===== config.mk =====
export PLATFORM = sky130hd
export DESIGN_NAME = dynamic_priority_scheduler_top
export DESIGN_NICKNAME = d
export VERILOG_FILES = /design/src/rtl/core/dps_pkg.sv /design/src/rtl/core/dps_ctrl.sv /design/src/rtl/core/dps_queue.sv /design/src/rtl/core/dynamic_priority_scheduler_top.sv
export SDC_FILE = /design/constraint.sdc
export NUM_CORES = 2
export LEC_CHECK = 0
export ABC_AREA = 1
export BUFFER_PORTS_ARGS = -buffer_cell sky130_fd_sc_hd__buf_2
export CORE_MARGIN = 1
export CORE_UTILIZATION = 31
export CTS_BUF_LIST = sky130_fd_sc_hd__clkbuf_16
export CTS_CLUSTER_DIAMETER = 120
export DETAILED_ROUTE_END_ITERATION = 12
export PLACE_DENSITY = 0.47
export SLEW_MARGIN = 25
export SYNTH_ARGS = -nofsm -noshare
export SYNTH_HDL_FRONTEND = slang
export SYNTH_SLANG_ARGS = --single-unit

===== constraint.sdc =====
create_clock -name clk -period 35.5 [get_ports clk]
set_clock_uncertainty 0.15 [all_clocks]
set_input_delay 1.775 -clock clk [delete_from_list [all_inputs] [get_ports clk]]
set_output_delay 1.775 -clock clk [all_outputs]
set_load 0.02 [all_outputs]

===== src/rtl/core/dps_pkg.sv =====
// Types and constants of the dynamic priority scheduler.
`default_nettype none
package dps_pkg;

  localparam int DEPTH    = 16;
  localparam int IDX_W    = $clog2(DEPTH);
  localparam int CNT_W    = $clog2(DEPTH + 1);
  localparam int ID_W     = 8;
  localparam int PRI_W    = 16;
  localparam int TIME_W   = 16;
  localparam int STAT_W   = 3;
  localparam int QCOUNT_W = 5;

  localparam logic CMD_ADD = 1'b0;
  localparam logic CMD_RUN = 1'b1;

  localparam logic [STAT_W-1:0] STAT_ADDED    = 3'd0;
  localparam logic [STAT_W-1:0] STAT_FULL     = 3'd1;
  localparam logic [STAT_W-1:0] STAT_REQUEUED = 3'd2;
  localparam logic [STAT_W-1:0] STAT_FINISHED = 3'd3;
  localparam logic [STAT_W-1:0] STAT_EMPTY    = 3'd4;

  localparam logic signed [PRI_W-1:0] PRI_MIN = {1'b1, {(PRI_W-1){1'b0}}};

  typedef struct packed {
    logic                    cmd;
    logic [ID_W-1:0]         proc_id;
    logic signed [PRI_W-1:0] priority_req;
    logic [TIME_W-1:0]       need_time;
  } in_req_t;

  typedef struct packed {
    logic [STAT_W-1:0]       status;
    logic [ID_W-1:0]         run_id;
    logic signed [PRI_W-1:0] run_priority;
    logic [TIME_W-1:0]       run_time;
    logic [TIME_W-1:0]       run_need;
    logic [QCOUNT_W-1:0]     queue_count;
  } out_res_t;

  typedef struct packed {
    logic load_req;
    logic exec;
    logic reins;
    logic emit;
  } dps_cmd_t;

  typedef struct packed {
    logic need_reins;
  } dps_sts_t;

endpackage
`default_nettype wire


===== src/rtl/core/dps_ctrl.sv =====
// Sequencing state machine of the scheduler: request intake, execution and result hand-off.
`default_nettype none
module dps_ctrl (
  input  wire logic             clk,
  input  wire logic             rst_n,
  input  wire logic             in_valid,
  output logic                  in_ready,
  output logic                  out_valid,
  input  wire logic             out_ready,
  input  dps_pkg::dps_sts_t     sts,
  output dps_pkg::dps_cmd_t     cmd
);
  import dps_pkg::*;

  typedef enum logic [1:0] {S_IDLE, S_EXEC, S_REINS, S_EMIT} state_t;

  state_t state_r;
  logic   out_valid_r;
  logic   out_free;

  assign out_free  = !out_valid_r || out_ready;
  assign in_ready  = (state_r == S_IDLE) || ((state_r == S_EMIT) && out_free);
  assign out_valid = out_valid_r;

  assign cmd.load_req = in_valid && in_ready;
  assign cmd.exec     = (state_r == S_EXEC);
  assign cmd.reins    = (state_r == S_REINS);
  assign cmd.emit     = (state_r == S_EMIT) && out_free;

  always_ff @(posedge clk) begin
    if (!rst_n) begin
      state_r     <= S_IDLE;
      out_valid_r <= 1'b0;
    end else begin
      if (cmd.emit) begin
        out_valid_r <= 1'b1;
      end else if (out_ready) begin
        out_valid_r <= 1'b0;
      end
      unique case (state_r)
        S_IDLE: begin
          if (in_valid) begin
            state_r <= S_EXEC;
          end
        end
        S_EXEC: begin
          state_r <= sts.need_reins ? S_REINS : S_EMIT;
        end
        S_REINS: begin
          state_r <= S_EMIT;
        end
        S_EMIT: begin
          // The next request may be taken in the same cycle as the result leaves.
          if (out_free) begin
            state_r <= in_valid ? S_EXEC : S_IDLE;
          end
        end
        default: begin
          state_r <= S_IDLE;
        end
      endcase
    end
  end

endmodule
`default_nettype wire


===== src/rtl/core/dps_queue.sv =====
// Datapath of the scheduler: sorted shift-register ready queue, request and result registers.
`default_nettype none
module dps_queue (
  input  wire logic          clk,
  input  wire logic          rst_n,
  input  dps_pkg::in_req_t   in_req,
  input  dps_pkg::dps_cmd_t  cmd,
  output dps_pkg::dps_sts_t  sts,
  output dps_pkg::out_res_t  out_res
);
  import dps_pkg::*;

  in_req_t                 req_r, req_nxt;
  out_res_t                res_r, res_nxt;
  out_res_t                out_r, out_nxt;
  logic [CNT_W-1:0]        count_r, count_nxt;

  logic [ID_W-1:0]         id_r   [DEPTH];
  logic signed [PRI_W-1:0] pri_r  [DEPTH];
  logic [TIME_W-1:0]       need_r [DEPTH];
  logic [TIME_W-1:0]       el_r   [DEPTH];

  logic [ID_W-1:0]         id_nxt   [DEPTH];
  logic signed [PRI_W-1:0] pri_nxt  [DEPTH];
  logic [TIME_W-1:0]       need_nxt [DEPTH];
  logic [TIME_W-1:0]       el_nxt   [DEPTH];

  // Queue contents after an insertion and after a pop of the head.
  logic [ID_W-1:0]         id_ins   [DEPTH];
  logic signed [PRI_W-1:0] pri_ins  [DEPTH];
  logic [TIME_W-1:0]       need_ins [DEPTH];
  logic [TIME_W-1:0]       el_ins   [DEPTH];
  logic [ID_W-1:0]         id_pop   [DEPTH];
  logic signed [PRI_W-1:0] pri_pop  [DEPTH];
  logic [TIME_W-1:0]       need_pop [DEPTH];
  logic [TIME_W-1:0]       el_pop   [DEPTH];

  logic [ID_W-1:0]         new_id;
  logic signed [PRI_W-1:0] new_pri;
  logic [TIME_W-1:0]       new_need;
  logic [TIME_W-1:0]       new_el;
  logic signed [PRI_W-1:0] aged_pri;

  logic [DEPTH-1:0]        stay;
  logic                    to_front;
  logic                    q_full;
  logic                    q_empty;
  logic [TIME_W-1:0]       head_el_inc;
  logic                    head_done;
  logic [CNT_W+QCOUNT_W-1:0] cnt_ext;

  assign q_full      = (count_r == CNT_W'(DEPTH));
  assign q_empty     = (count_r == '0);
  assign head_el_inc = el_r[0] + TIME_W'(1);
  assign head_done   = (head_el_inc >= need_r[0]);
  assign cnt_ext     = {{QCOUNT_W{1'b0}}, count_r};

  assign sts.need_reins = (req_r.cmd == CMD_RUN) && !q_empty && !head_done;
  assign out_res        = out_r;

  assign aged_pri = (res_r.run_priority == PRI_MIN) ? res_r.run_priority
                                                    : res_r.run_priority - PRI_W'(1);

  // A new request enters with no slices run; a requeued process carries its history.
  always_comb begin
    if (cmd.reins) begin
      new_id   = res_r.run_id;
      new_pri  = aged_pri;
      new_need = res_r.run_need;
      new_el   = res_r.run_time;
    end else begin
      new_id   = req_r.proc_id;
      new_pri  = req_r.priority_req;
      new_need = req_r.need_time;
      new_el   = '0;
    end
  end

  // Every occupied cell compares against the newcomer at once. The queue is kept sorted,
  // so the cells that stay ahead form a prefix; equal to the head still goes to the front.
  assign to_front = q_empty || (new_pri >= pri_r[0]);

  always_comb begin
    for (int i = 0; i < DEPTH; i++) begin
      stay[i] = !to_front && (CNT_W'(i) < count_r) && (pri_r[i] >= new_pri);
    end
  end

  always_comb begin
    for (int i = 0; i < DEPTH; i++) begin
      if (stay[i]) begin
        id_ins[i]   = id_r[i];
        pri_ins[i]  = pri_r[i];
        need_ins[i] = need_r[i];
        el_ins[i]   = el_r[i];
      end else if (i == 0) begin
        id_ins[i]   = new_id;
        pri_ins[i]  = new_pri;
        need_ins[i] = new_need;
        el_ins[i]   = new_el;
      end else if (stay[i-1]) begin
        id_ins[i]   = new_id;
        pri_ins[i]  = new_pri;
        need_ins[i] = new_need;
        el_ins[i]   = new_el;
      end else begin
        id_ins[i]   = id_r[i-1];
        pri_ins[i]  = pri_r[i-1];
        need_ins[i] = need_r[i-1];
        el_ins[i]   = el_r[i-1];
      end
    end
  end

  always_comb begin
    for (int i = 0; i < DEPTH; i++) begin
      if (i < DEPTH - 1) begin
        id_pop[i]   = id_r[i+1];
        pri_pop[i]  = pri_r[i+1];
        need_pop[i] = need_r[i+1];
        el_pop[i]   = el_r[i+1];
      end else begin
        id_pop[i]   = id_r[i];
        pri_pop[i]  = pri_r[i];
        need_pop[i] = need_r[i];
        el_pop[i]   = el_r[i];
      end
    end
  end

  always_comb begin
    req_nxt   = req_r;
    res_nxt   = res_r;
    out_nxt   = out_r;
    count_nxt = count_r;
    id_nxt    = id_r;
    pri_nxt   = pri_r;
    need_nxt  = need_r;
    el_nxt    = el_r;

    if (cmd.load_req) begin
      req_nxt = in_req;
    end

    if (cmd.emit) begin
      out_nxt             = res_r;
      out_nxt.queue_count = cnt_ext[QCOUNT_W-1:0];
    end

    if (cmd.exec) begin
      res_nxt = '0;
      if (req_r.cmd == CMD_ADD) begin
        if (q_full) begin
          res_nxt.status = STAT_FULL;
        end else begin
          res_nxt.status = STAT_ADDED;
          id_nxt         = id_ins;
          pri_nxt        = pri_ins;
          need_nxt       = need_ins;
          el_nxt         = el_ins;
          count_nxt      = count_r + CNT_W'(1);
        end
      end else if (q_empty) begin
        res_nxt.status = STAT_EMPTY;
      end else begin
        res_nxt.status       = head_done ? STAT_FINISHED : STAT_REQUEUED;
        res_nxt.run_id       = id_r[0];
        res_nxt.run_priority = pri_r[0];
        res_nxt.run_time     = head_el_inc;
        res_nxt.run_need     = need_r[0];
        id_nxt               = id_pop;
        pri_nxt              = pri_pop;
        need_nxt             = need_pop;
        el_nxt               = el_pop;
        count_nxt            = count_r - CNT_W'(1);
      end
    end

    // The popped slot is free again, so the reinsertion always finds room.
    if (cmd.reins) begin
      id_nxt    = id_ins;
      pri_nxt   = pri_ins;
      need_nxt  = need_ins;
      el_nxt    = el_ins;
      count_nxt = count_r + CNT_W'(1);
    end
  end

  always_ff @(posedge clk) begin
    if (!rst_n) begin
      count_r <= '0;
    end else begin
      count_r <= count_nxt;
    end
  end

  always_ff @(posedge clk) begin
    req_r  <= req_nxt;
    res_r  <= res_nxt;
    out_r  <= out_nxt;
    id_r   <= id_nxt;
    pri_r  <= pri_nxt;
    need_r <= need_nxt;
    el_r   <= el_nxt;
  end

endmodule
`default_nettype wire


===== src/rtl/core/dynamic_priority_scheduler_top.sv =====
// Top level of the dynamic priority scheduler: controller and queue datapath.
//
// Keeps a ready queue of up to DEPTH (16) processes in a sorted shift-register queue, highest
// priority at the head. An add request inserts a process; a run request dispatches the head
// for one slice and, unless it has finished, ages its priority by one and reinserts it. Every
// request gives exactly one result. An add, a rejected add, a run on an empty queue and a run
// that finishes pass through the execute and emit states, back to back; a run that requeues
// adds the reinsertion state between them, a pass through the queue cells after the pop. The
// result sits in an output register; the next request is taken while it waits to be collected.
`default_nettype none
module dynamic_priority_scheduler_top (
  input  wire logic         clk,
  input  wire logic         rst_n,
  input  wire logic         in_valid,
  output logic              in_ready,
  input  dps_pkg::in_req_t  in_req,
  output logic              out_valid,
  input  wire logic         out_ready,
  output dps_pkg::out_res_t out_res
);
  import dps_pkg::*;

  dps_cmd_t cmd;
  dps_sts_t sts;

  dps_ctrl u_ctrl (
    .clk       (clk),
    .rst_n     (rst_n),
    .in_valid  (in_valid),
    .in_ready  (in_ready),
    .out_valid (out_valid),
    .out_ready (out_ready),
    .sts       (sts),
    .cmd       (cmd)
  );

  dps_queue u_queue (
    .clk     (clk),
    .rst_n   (rst_n),
    .in_req  (in_req),
    .cmd     (cmd),
    .sts     (sts),
    .out_res (out_res)
  );

endmodule
`default_nettype wire


==> flow_metrics.tcl <==
set metrics [dict create \
    async_reset_ff_share_pct 0 \
    synthesis.area_sq_mm 0.07676 \
    yosysMostFrequentCell "nand3_1" \
    min_to "u_queue.out_res[61]" \
    routed_via_density 5.310 \
    cp.arrival_ns 7.67 \
    cts_resized 0 \
    dr.pass1.iters 6 \
    htree_levels 4 \
    reg2reg_depth 22 \
    startpoint "u_ctrl.state_r[0]" \
    grt_pass1_wl_mm 442.2 \
    ctsHoldBuffers 0 \
    synth_edf_count 1060 \
    areaGrowthSynthToFinish_pct 9.641 \
    finalSetupTns_ns 0 \
    syn_nets 11220 \
    ios 111 \
    worst_pin_slew_ns 1.277 \
    yosys_warnings 0 \
    hold_start "u_queue.res_r[61]" \
    clk_pin_slew_ns 0.06 \
    yosysSeqAreaShare_pct 41.67 \
    grt_antenna_before_repair 2 \
    drc_errors 0 \
    routed_wl_mm 292.6 \
    fmax_ghz 0.1393 \
    synth_top_area_cell "edfxtp_1" \
    num_rows 182 \
    dp_hpwl_mm 177.7 \
    dieArea_sq_mm 0.2496 \
    wl_per_cell_um 21.19 \
    worstSetupEndpointType "flop" \
    design_area_sq_mm 0.08416 \
    synth-main-ff-cell "edfxtp_1" \
    hold_class "reg -> reg" \
    drt_iter0_drc 6210 \
    floorplan.initialDensity_pct 31.21 \
    design.core.area_sq_mm 0.2459 \
    setup_viol 0 \
    min_period_over_period_pct 20.22 \
    worst_hold_slack_ns 0.2744 \
    worstSkewPairLatency_ns 0.81 \
    syn_inst 10890 \
    clkSinkCount 1068 \
    die_h_um 499.6 \
    criticalPathCategory "reg -> reg" \
    drive_gt1_share_pct 5.224 \
    cts_tree "built" \
    cp-start-kind "flop" \
    cp_max_fo 70 \
    overflow 0 \
    gr-usage-all-layers_pct 22.71 \
    place_congestion 0.8446 \
    synth_top_cell_area_share_pct 41.47 \
    final_util_pct 34.22 \
    r2r-end "u_queue.id_pop[78]" \
    rrSetupSlack_ns 28.32 \
    port_buffers 110 \
    fin_crit_ns 7.176 \
    ant_nets 0 \
    clock_path_buffers 3 \
    ys_types 41 \
    post_cts_buffers 0 \
    maxSlewViolCount 0 \
    status "complete, no violations" \
    crit_required_ns 35.99 \
    fp.dieW_um 499.6 \
    vias 73320 \
    r2r-start "u_ctrl.state_r[0]" \
    fin_nets 10810 \
    grt_start_max_net_pins 205 \
    synth_common_cells "nand3_1 (2503), nand2_1 (2093), inv_1 (1817)" \
    placed_cell_area_sq_mm 0.07976 \
    synth_seq_cells 1068 \
    grt_pass1_vias 72020 \
    cts-root-buf "clkbuf_16" \
    syn_avg_cell_area_sq_um 7.050 \
    synth.area.top_cells "edfxtp_1 (41%), nand3_1 (16%), nand2_1 (10%)" \
    hold_viol 0 \
    relSlewSlack_pct 14.84 \
    cts_buffers 135 \
    hold_depth 0 \
    rsz0062_at_grt "no" \
    cap_violations 0 \
]
through the flow:
stage          setup slack (ns)  cells
2_1_floorplan             8.225  10890
3_3_place_gp              28.36  13560
3_5_place_dp              28.35  13560
4_1_cts                   28.34  13800
5_1_grt                   27.91  13810
6_report                  28.32  13810
worst max path at each step:
stage	slack (ns)	cells after the start	end
2_1_floorplan	8.23	14	u_queue.el_pop[0]
3_3_place_gp	28.36	23	u_queue.need_pop[188]
3_5_place_dp	28.35	23	u_queue.need_pop[188]
4_1_cts	28.34	23	u_queue.need_pop[188]
5_1_grt	27.91	24	u_queue.el_pop[144]
6_report	28.32	22	u_queue.id_pop[78]
layer usage:
layer  global-route usage, %  up-vias  wire length (um)
met5                       0        -                 0
met3                   2.575      528             15280
li1                        -    34590                 -
met4                   9.632        0             11820
met2                   39.93     2358            144200
met1                   27.92    35840            121200
registers in the layout (all words and copies together) (netlist names):
register          count
u_ctrl.out_valid      1
u_ctrl.state_r        2
u_queue.count_r       5
u_queue.el_pop      240
u_queue.el_r         16
u_queue.id_pop      120
u_queue.id_r          8
u_queue.need_pop    240
u_queue.need_r       16
u_queue.out_res      64
u_queue.pri_pop     240
u_queue.pri_r        16
u_queue.req_r        41
u_queue.res_r        59
final cells by class:
| class | count | area (sq um) |
|---|---|---|
| Fill cell | 26460 | 161800 |
| Inverter | 1821 | 6850 |
| Clock inverter | 105 | 853.3 |
| Tap cell | 3220 | 4029 |
| Clock buffer | 139 | 3478 |
| Sequential cell | 1068 | 31990 |
| Multi-Input combinational cell | 7191 | 35110 |
| Timing Repair Buffer | 261 | 1846 |
| Antenna cell | 2 | 5.005 |
layout by cell type (no fill, tap or decap), drive strengths merged:
master,instances
a2111oi,1
a211oi,2
a21boi,1
a21o,2
a21oi,916
a31oi,3
and2,1
buf,261
bufinv,13
clkbuf,139
clkinv,58
clkinvlp,4
dfxtp,8
diode,2
edfxtp,1060
ha,282
inv,1851
nand2,2095
nand2b,6
nand3,2504
nand3b,4
nand4,41
nor2,1006
nor3,18
nor3b,1
nor4,4
o211ai,2
o21a,7
o21ai,234
o21bai,3
o22ai,2
or2,31
xnor2,3
xor2,22
worst max-delay path, cell delays in order, from the launching register on:
cell and delay (ns):
dfxtp_1 0.35, inv_1 0.16, ha_4 0.47, buf_4 0.57, nand2_1 0.19, o21ai_4 0.08
buf_4 0.49, inv_1 0.20, ha_1 0.33, a21o_1 0.18, nor2_1 0.13, nand2_1 0.11
nand2_1 0.09, nand2_1 0.05, nand2_1 0.10, nand3_4 0.39, nor2_4 0.20, buf_4 0.78
nand2_4 0.80, buf_4 0.60, nand2_1 0.14, nand3_1 0.08, a21oi_1 0.19
cell families (layout without fill, tap and decap cells):
logic type | after synthesis | after routing | share of synthesized area, %
adders and majority gates | 282 | 282 | 4.596
other | 0 | 2 | 0
and+or+nand+nor | 5711 | 5711 | 32.42
buffers and inverters | 2629 | 2326 | 13.30
AOI/OAI and AO/OA | 1173 | 1173 | 7.721
DFF | 1068 | 1068 | 41.67
xor gates and xnor gates | 25 | 25 | 0.2852
Power is not shown: default switching activity piles up to over one toggle a cycle in this logic, so the estimate is an artifact.
